File: config.mk
export PLATFORM = sky130hd
export DESIGN_NAME = client_login_session_table_core
export DESIGN_NICKNAME = d
export VERILOG_FILES = /design/src/rtl/clst_pkg.sv /design/src/rtl/clst_cell.sv /design/src/rtl/clst_ctrl.sv /design/src/rtl/client_login_session_table_core.sv
export SDC_FILE = /design/constraint.sdc
export NUM_CORES = 1
export LEC_CHECK = 0
export CORE_UTILIZATION = 35
export CTS_CLUSTER_SIZE = 16
export DETAILED_ROUTE_END_ITERATION = 7
export DONT_BUFFER_PORTS = 1
export REMOVE_ABC_BUFFERS = 1
export SYNTH_ARGS = -nofsm -noshare
export SYNTH_HDL_FRONTEND = slang
export SYNTH_HIERARCHICAL = 1
export SYNTH_SLANG_ARGS = --single-unit
File: constraint.sdc
create_clock -name clk_i -period 7.3 [get_ports clk_i]
set_clock_uncertainty 0.05 [all_clocks]
set_input_delay 1.095 -clock clk_i [delete_from_list [all_inputs] [get_ports clk_i]]
set_output_delay 1.095 -clock clk_i [all_outputs]
set_load 0.005 [all_outputs]
File: src/rtl/clst_pkg.sv
// Shared types, constants and helpers for the client login session table.
// Used by every module of the block; no dependencies of its own.
package clst_pkg;

  localparam int SLOT_COUNT   = 16;
  localparam int CLIENT_WIDTH = 32;
  localparam int ID_W         = 32;
  localparam int KEY_W        = (CLIENT_WIDTH < ID_W) ? CLIENT_WIDTH : ID_W;
  localparam int IDX_W        = (SLOT_COUNT > 1) ? $clog2(SLOT_COUNT) : 1;
  localparam int USED_W       = 4;

  typedef logic [IDX_W-1:0] idx_t;
  typedef logic [KEY_W-1:0] key_t;

  typedef enum logic [2:0] {
    ACT_LOGIN     = 3'd0,
    ACT_CHECK     = 3'd1,
    ACT_LOGOUT    = 3'd2,
    ACT_LOGOUT_ALL = 3'd3,
    ACT_PIN_CHANGE = 3'd4
  } action_e;

  typedef enum logic [1:0] {
    ST_OK        = 2'd0,
    ST_PIN_BAD   = 2'd1,
    ST_NO_SLOT   = 2'd2,
    ST_FORBIDDEN = 2'd3
  } status_e;

  // Stored role codes (requested role plus one, zero is empty)
  localparam logic [1:0] ROLE_NONE         = 2'd0;
  localparam logic [1:0] ROLE_SO_STORED    = 2'd2;
  localparam logic [1:0] ROLE_WHEEL_STORED = 2'd3;
  // Requested role codes
  localparam logic [1:0] REQ_ROLE_USER     = 2'd0;
  localparam logic [1:0] REQ_ROLE_INVALID  = 2'd3;

  // Search state handed from cell to cell
  typedef struct packed {
    logic       valid;
    key_t       id;
    logic       live_hit;
    idx_t       live_idx;
    logic [1:0] live_role;
    logic       free_hit;
    idx_t       free_idx;
  } carry_t;

  // Table update broadcast from the sequencer to every cell
  typedef struct packed {
    logic       wr;
    logic       clr;
    logic       clr_all;
    idx_t       idx;
    key_t       id;
    logic [1:0] role;
  } apply_t;

  // Keep the low bits of a slot index for the result field
  function automatic logic [USED_W-1:0] to_used(idx_t i);
    logic [7:0] w;
    w = 8'(i);
    return w[USED_W-1:0];
  endfunction

endpackage

File: src/rtl/clst_cell.sv
// One slot of the session table: stored handle and role, plus one search stage.
// Depends on clst_pkg for the carry and update structs.
module clst_cell (
  input  logic            clk_i,
  input  logic            rst_ni,
  input  clst_pkg::idx_t  idx_i,
  input  clst_pkg::carry_t carry_i,
  input  clst_pkg::apply_t apply_i,
  output clst_pkg::carry_t carry_o
);

  clst_pkg::key_t   client_q;
  logic [1:0]       role_q, role_d;
  clst_pkg::carry_t carry_q, carry_d;
  logic             live, empty, hit_me;

  // Compare this slot against the passing request
  assign live   = (role_q != clst_pkg::ROLE_NONE) && (client_q == carry_i.id);
  assign empty  = (role_q == clst_pkg::ROLE_NONE);
  assign hit_me = (apply_i.idx == idx_i);

  // Record the first live match and the first free slot
  always_comb begin
    carry_d = carry_i;
    if (!carry_i.live_hit && live) begin
      carry_d.live_hit  = 1'b1;
      carry_d.live_idx  = idx_i;
      carry_d.live_role = role_q;
    end
    if (!carry_i.free_hit && empty) begin
      carry_d.free_hit = 1'b1;
      carry_d.free_idx = idx_i;
    end
  end

  // Apply updates addressed to this slot
  always_comb begin
    role_d = role_q;
    if (apply_i.wr && hit_me) begin
      role_d = apply_i.role;
    end
    if ((apply_i.clr && hit_me) || apply_i.clr_all) begin
      role_d = clst_pkg::ROLE_NONE;
    end
  end

  // Advance the role and the search stage
  always_ff @(posedge clk_i or negedge rst_ni) begin
    if (!rst_ni) begin
      role_q  <= clst_pkg::ROLE_NONE;
      carry_q <= '0;
    end else begin
      role_q  <= role_d;
      carry_q <= carry_d;
    end
  end

  // Handle storage, no reset
  always_ff @(posedge clk_i) begin
    if (apply_i.wr && hit_me) begin
      client_q <= apply_i.id;
    end
  end

  assign carry_o = carry_q;

endmodule

File: src/rtl/clst_ctrl.sv
// Request sequencer: latches a request, waits for the search to leave the
// chain, decides the outcome, updates the table and holds the result.
// Depends on clst_pkg.
module clst_ctrl (
  input  logic             clk_i,
  input  logic             rst_ni,
  input  logic             in_valid_i,
  output logic             in_stall_o,
  input  logic [2:0]       action_i,
  input  logic [31:0]      client_id_i,
  input  logic [1:0]       role_i,
  input  logic             pin_match_i,
  output clst_pkg::carry_t launch_o,
  input  clst_pkg::carry_t tail_i,
  output clst_pkg::apply_t apply_o,
  output logic             out_valid_o,
  input  logic             out_stall_i,
  output logic [1:0]       status_o,
  output logic [3:0]       slot_used_o
);

  typedef enum logic [1:0] {
    S_IDLE,
    S_SEARCH,
    S_HOLD
  } state_e;

  state_e     state_q;
  logic [2:0] action_q;
  logic [1:0] role_q;
  logic       pin_q;
  logic       out_valid_q;
  logic [1:0] status_q, pend_status_q, status_d;
  logic [3:0] used_q, pend_used_q, used_d;
  logic       accept, done;

  assign in_stall_o = (state_q != S_IDLE);
  assign accept     = in_valid_i && !in_stall_o;
  assign done       = (state_q == S_SEARCH) && tail_i.valid;

  // Inject a fresh search into the head of the chain
  always_comb begin
    launch_o           = '0;
    launch_o.valid     = accept;
    launch_o.id        = clst_pkg::KEY_W'(client_id_i);
  end

  // Decide the outcome from the finished search
  always_comb begin
    status_d       = clst_pkg::ST_FORBIDDEN;
    used_d         = '0;
    apply_o        = '0;
    apply_o.id     = tail_i.id;
    apply_o.role   = 2'(role_q + 2'd1);
    case (action_q)
      clst_pkg::ACT_LOGIN: begin
        if (role_q == clst_pkg::REQ_ROLE_INVALID) begin
          status_d = clst_pkg::ST_FORBIDDEN;
        end else if (!pin_q) begin
          status_d = clst_pkg::ST_PIN_BAD;
        end else if (tail_i.live_hit) begin
          status_d    = clst_pkg::ST_OK;
          used_d      = clst_pkg::to_used(tail_i.live_idx);
          apply_o.wr  = done;
          apply_o.idx = tail_i.live_idx;
        end else if (tail_i.free_hit) begin
          status_d    = clst_pkg::ST_OK;
          used_d      = clst_pkg::to_used(tail_i.free_idx);
          apply_o.wr  = done;
          apply_o.idx = tail_i.free_idx;
        end else begin
          status_d = clst_pkg::ST_NO_SLOT;
        end
      end
      clst_pkg::ACT_CHECK: begin
        if (tail_i.live_hit &&
            ({1'b0, tail_i.live_role} == (3'({1'b0, role_q}) + 3'd1))) begin
          status_d = clst_pkg::ST_OK;
          used_d   = clst_pkg::to_used(tail_i.live_idx);
        end
      end
      clst_pkg::ACT_LOGOUT: begin
        status_d = clst_pkg::ST_OK;
        if (tail_i.live_hit) begin
          used_d      = clst_pkg::to_used(tail_i.live_idx);
          apply_o.clr = done;
          apply_o.idx = tail_i.live_idx;
        end
      end
      clst_pkg::ACT_LOGOUT_ALL: begin
        status_d        = clst_pkg::ST_OK;
        apply_o.clr_all = done;
      end
      clst_pkg::ACT_PIN_CHANGE: begin
        if (tail_i.live_hit &&
            ((tail_i.live_role == clst_pkg::ROLE_WHEEL_STORED) ||
             ((role_q == clst_pkg::REQ_ROLE_USER) &&
              (tail_i.live_role == clst_pkg::ROLE_SO_STORED)))) begin
          status_d = clst_pkg::ST_OK;
          used_d   = clst_pkg::to_used(tail_i.live_idx);
        end
      end
      default: begin
        status_d = clst_pkg::ST_FORBIDDEN;
      end
    endcase
  end

  // Sequence the request and hold the output register
  always_ff @(posedge clk_i or negedge rst_ni) begin
    if (!rst_ni) begin
      state_q       <= S_IDLE;
      out_valid_q   <= 1'b0;
      action_q      <= '0;
      role_q        <= '0;
      pin_q         <= 1'b0;
      status_q      <= '0;
      used_q        <= '0;
      pend_status_q <= '0;
      pend_used_q   <= '0;
    end else begin
      // Load a waiting result, or drop the result once the receiver takes it
      if ((state_q == S_HOLD) && (!out_valid_q || !out_stall_i)) begin
        out_valid_q <= 1'b1;
      end else if (out_valid_q && !out_stall_i) begin
        out_valid_q <= 1'b0;
      end
      case (state_q)
        S_IDLE: begin
          if (accept) begin
            action_q <= action_i;
            role_q   <= role_i;
            pin_q    <= pin_match_i;
            state_q  <= S_SEARCH;
          end
        end
        S_SEARCH: begin
          if (done) begin
            pend_status_q <= status_d;
            pend_used_q   <= used_d;
            state_q       <= S_HOLD;
          end
        end
        S_HOLD: begin
          if (!out_valid_q || !out_stall_i) begin
            status_q    <= pend_status_q;
            used_q      <= pend_used_q;
            state_q     <= S_IDLE;
          end
        end
        default: begin
          state_q <= S_IDLE;
        end
      endcase
    end
  end

  assign out_valid_o = out_valid_q;
  assign status_o    = status_q;
  assign slot_used_o = used_q;

endmodule

File: src/rtl/client_login_session_table_core.sv
// Client login session table: a row of slot cells and the request sequencer.
// Depends on clst_pkg, clst_cell and clst_ctrl.
//
// Usage:
//   Input channel (in_valid_i / in_stall_o) carries one request: action,
//   client handle, requested role and the PIN comparison flag. Output
//   channel (out_valid_o / out_stall_i) returns one status and slot index
//   per request, in request order.
//   A transfer happens on a rising edge with valid high and stall low.
//   Requests are handled one at a time. After a request transfers, its
//   search walks the slot cells one per cycle, then the sequencer decides
//   the outcome and loads the result into the output register; the next
//   request can transfer once that result has been loaded.
//   Table updates (login, logout, logout all) take effect when the search
//   finishes, before the result is shown.
//   When the receiver stalls, the result holds in the output register; a
//   following request may still transfer and its result waits internally.
//   Reset empties every slot at once and clears both channels.
module client_login_session_table_core (
  input  logic        clk_i,
  input  logic        rst_ni,
  input  logic        in_valid_i,
  output logic        in_stall_o,
  input  logic [2:0]  action_i,
  input  logic [31:0] client_id_i,
  input  logic [1:0]  role_i,
  input  logic        pin_match_i,
  output logic        out_valid_o,
  input  logic        out_stall_i,
  output logic [1:0]  status_o,
  output logic [3:0]  slot_used_o
);

  clst_pkg::carry_t carry [clst_pkg::SLOT_COUNT+1];
  clst_pkg::apply_t apply;

  clst_ctrl u_ctrl (
    .clk_i       (clk_i),
    .rst_ni      (rst_ni),
    .in_valid_i  (in_valid_i),
    .in_stall_o  (in_stall_o),
    .action_i    (action_i),
    .client_id_i (client_id_i),
    .role_i      (role_i),
    .pin_match_i (pin_match_i),
    .launch_o    (carry[0]),
    .tail_i      (carry[clst_pkg::SLOT_COUNT]),
    .apply_o     (apply),
    .out_valid_o (out_valid_o),
    .out_stall_i (out_stall_i),
    .status_o    (status_o),
    .slot_used_o (slot_used_o)
  );

  // Build the row of slot cells
  for (genvar k = 0; k < clst_pkg::SLOT_COUNT; k++) begin : g_cell
    clst_cell u_cell (
      .clk_i   (clk_i),
      .rst_ni  (rst_ni),
      .idx_i   (clst_pkg::idx_t'(k)),
      .carry_i (carry[k]),
      .apply_i (apply),
      .carry_o (carry[k+1])
    );
  end

endmodule

==> flow_summary.ini <==
[clocking]
cts.repair.resized = 0
cts-htree-levels = 3
root_buffer = sky130_fd_sc_hd__clkbuf_16
cts_num_sinks = 1285
path_clk_slew_ns = 0.06
cts_buffer_depth = 3
tritoncts.num_buffers = 115
clock_insertion_delay_worst_skew_ns = 0.70
clock_tree_from_tritoncts = yes

[synthesis]
synthArstFlopShare_pct = 60.16
post_synthesis_sequential_area_ratio_pct = 76.56
synthDominantCellAreaShare_pct = 42.66
synth_compound_gate_area_share_pct = 1.951
syn-instance-count = 2575
synth_top_cells_by_count = sky130_fd_sc_hd__dfrtp_1 (773), sky130_fd_sc_hd__xor2_1 (561), sky130_fd_sc_hd__edfxtp_1 (512)
netlist.top_cell.by_area = sky130_fd_sc_hd__dfrtp_1
top_ff_cell_synth = sky130_fd_sc_hd__dfrtp_1
netlist-cell-type-count = 44
synth.cell_area_mm2 = 0.04535
synthAdderAreaFrac_pct = 0.05518
muxShareOfSynthArea_pct = 4.197
synth_edf_count = 512
avgSynthCellArea_um2 = 17.61
synth.top_cells.by_area = sky130_fd_sc_hd__dfrtp_1 (43%), sky130_fd_sc_hd__edfxtp_1 (34%), sky130_fd_sc_hd__xor2_1 (11%)
synthMostInstantiatedCell = sky130_fd_sc_hd__dfrtp_1
synth_top_family_by_area = XOR/XNOR gates
yosys.area_share.simple_pct = 4.550
yosys.area_share.xor_xnor_pct = 11.16
synth.ff_latch_count = 1285
synth_warnings = 6

[sta]
layout_setup_ws_ns = 3.669
max_slew_violation_count = 0
worst_slew_margin_rel_pct = 21.97
fmax_mhz = 275.4
timing_hold_violations_final = 0
period_needed_ns = 3.631
post-route-period-util_pct = 49.74
worst_hold_margin_ns = 0.2113
setup_tns_ns = 0
grt_setup_unrepaired = false
finalSetupViolations = 0
worst-slew-pin-transition_ns = 1.170

[global_routing]
grt.total_usage_pct = 11.25
grt_antenna_before_repair = 0
vias_in_the_first_global_route = 20840
pin_count_of_the_biggest_net_entering_global_routing = 249
first_pass_grt_wire_length_um = 116800
grt_overflow_total = 0

[cells_and_area]
fillerInstances = 11570
p_r_area_growth_vs_syn_pct = 14.34
final-seq-area_mm2 = 0.03472
final_cells = 4674
footprint_of_the_multi_input_gates_mm2 = 0.01072
final_nets = 2885
drive_above_1_share_pct = 13.86
finalInstanceArea_mm2 = 0.05185

[power]
p_leak_nw = 20.54
peakVddDrop_mv = 0.1775
power.density_cell_area_mw_per_mm2 = 281.2

[hold_path]
hold_path.class = input pin to asynchronous set/reset pin

[drt]
route.detailed.wl_per_inst_um = 15.22
route.vias.total = 19540
avgViaCountPerCell = 4.181
first_drt_iteration_drcs = 985
postRouteAntennaNets = 0
drt_pre_antenna_iters = 5
detail_route.wirelength_um = 71140
drc_errors = 0

[placed_design]
place_area_mm2 = 0.04793
dp_cells = 4449
post-place-ws_ns = 3.149
gpl.final_weighted_congestion = 0.7129
io_buffer_count = 0
detailed_place_hpwl_um = 48620

[setup_path]
criticalPathCategory = flop to flop
critical_path.top_delay_family = simple AND/OR/NAND/NOR gates
timing.critical_path.arrival_ns = 3.95
path_max_fanout = 32
worst_path_max_delay_cell = sky130_fd_sc_hd__nor4b_1
worstPathBufferInverterCount = 2
worstSetupStartpointType = flop
path_common_cell = sky130_fd_sc_hd__buf_4
critPathCaptureType = flop
cp_slowest_stage_delay_ns = 0.64
worst-endpoint-required_ns = 7.61
critical_path_cell_sequence = ha_1 > nor4b_1 > a32oi_1 > nor2_2 > buf_4 > xor2_1 > nor4_1 > and2_1 > buf_4

[die]
die-height_um = 362.0
die_extent_in_x_um = 362.0
floorplan.io_pins = 50
design.die.area_mm2 = 0.1310
floorplan.initialDensity_pct = 35.43
placement_rows = 131
core_mm2 = 0.1280

[job]
drv_cap = 0

[status]
run_status = complete, no violations
[registers in the layout, indices dropped and copies added, names as in the netlist]
name / count
g_cell.u_cell/carry_o: 720
g_cell.u_cell/client_q: 512
g_cell.u_cell/role_q: 32
u_ctrl/pend_used_q: 4
u_ctrl/slot_used_o: 4
u_ctrl/action_q: 3
u_ctrl/pend_status_q: 2
u_ctrl/role_q: 2
u_ctrl/state_q: 2
u_ctrl/status_o: 2
u_ctrl/out_valid_o: 1
u_ctrl/pin_q: 1
[routing by layer]
metal	part of all wire, %	global-route usage, %	routed length, µm
met5	0	0	0
met1	51	16.71	36040
met2	43	16.54	30850
met4	2.2	3.033	1552
met3	3.8	2.513	2692
[cell families (layout without fill, tap and decap cells)]
family / Yosys count / after routing
AO/OA/AOI/OAI: 119 / 119
XOR/XNOR: 578 / 578
adder cells (fa/ha/maj): 2 / 2
buffers and inverters: 102 / 269
flip-flops: 1285 / 1285
multiplexers: 169 / 169
other: 3 / 206
AND/OR/NAND/NOR: 317 / 317
[cell usage in the layout, fill, tap and decap left out, drive strengths merged, types with 3 or more instances in the layout]
cell,instances
o2111ai,16
o21ai,24
dfrtp,773
clkinv,40
nor2b,6
bufinv,9
nor2,43
xnor2,17
o31ai,16
buf,28
xor2,561
a22oi,33
nor4,144
conb,204
a221o,4
nand4,17
inv,25
mux2,169
o21bai,16
and3b,17
nand2,26
nor3,38
nand2b,3
a32oi,3
clkbuf,163
edfxtp,512
and2,16
[worst paths after layout]
path / end / slack (ns) / cells after the start / start
worst max-delay path: g_cell[1].u_cell/client_q[26]$_DFFE_PP_ / 3.67 / 9 / u_ctrl/role_q[0]$_DFFE_PN0P_
worst min-delay path: g_cell[10].u_cell/carry_o[29]$_DFF_PN0_ / 0.21 / 1 / rst_ni
worst max register to register: g_cell[1].u_cell/client_q[26]$_DFFE_PP_ / 3.67 / 9 / u_ctrl/role_q[0]$_DFFE_PN0P_
worst min register to register: g_cell[2].u_cell/carry_o[44]$_DFF_PN0_ / 0.29 / 0 / g_cell[1].u_cell/carry_o[44]$_DFF_PN0_
max in group asynchronous: g_cell[1].u_cell/carry_o[7]$_DFF_PN0_ / 4.58 / 3 / rst_ni
min in group clk_i: g_cell[2].u_cell/carry_o[44]$_DFF_PN0_ / 0.29 / 0 / g_cell[1].u_cell/carry_o[44]$_DFF_PN0_
[area by class of cell]
type	instances	area share [%]
antenna	2	0.009653
clock buffer	163	6.284
multi-input combinational	1389	20.67
clock inverter	56	1.120
inverter	20	0.1448
sequential	1285	66.96
tap	1729	4.172
timing repair buffer	30	0.6371
[metrics by stage]
stage	power (mW)	utilization, %
floorplan	8.417	-
global placement	8.694	37.44
detailed placement	8.714	37.44
CTS	14.77	40.48
global route	15.16	40.50
finish	14.58	40.50
[power breakdown]
group          internal [mW]  total, mW  switching, mW
sequential              7.77       7.99          0.223
combinational          0.219      0.581          0.362
clock                   3.44       6.01           2.57
total                   11.4       14.6           3.16
[what timing repair did]
item | CTS | global route
endpoints found under the setup margin | 0 | 0
buffers inserted | 0 | 0
endpoints found under the hold margin | 60 | 0
hold buffers | 3 | 0
Note: power is estimated with default switching activity, not from simulation.
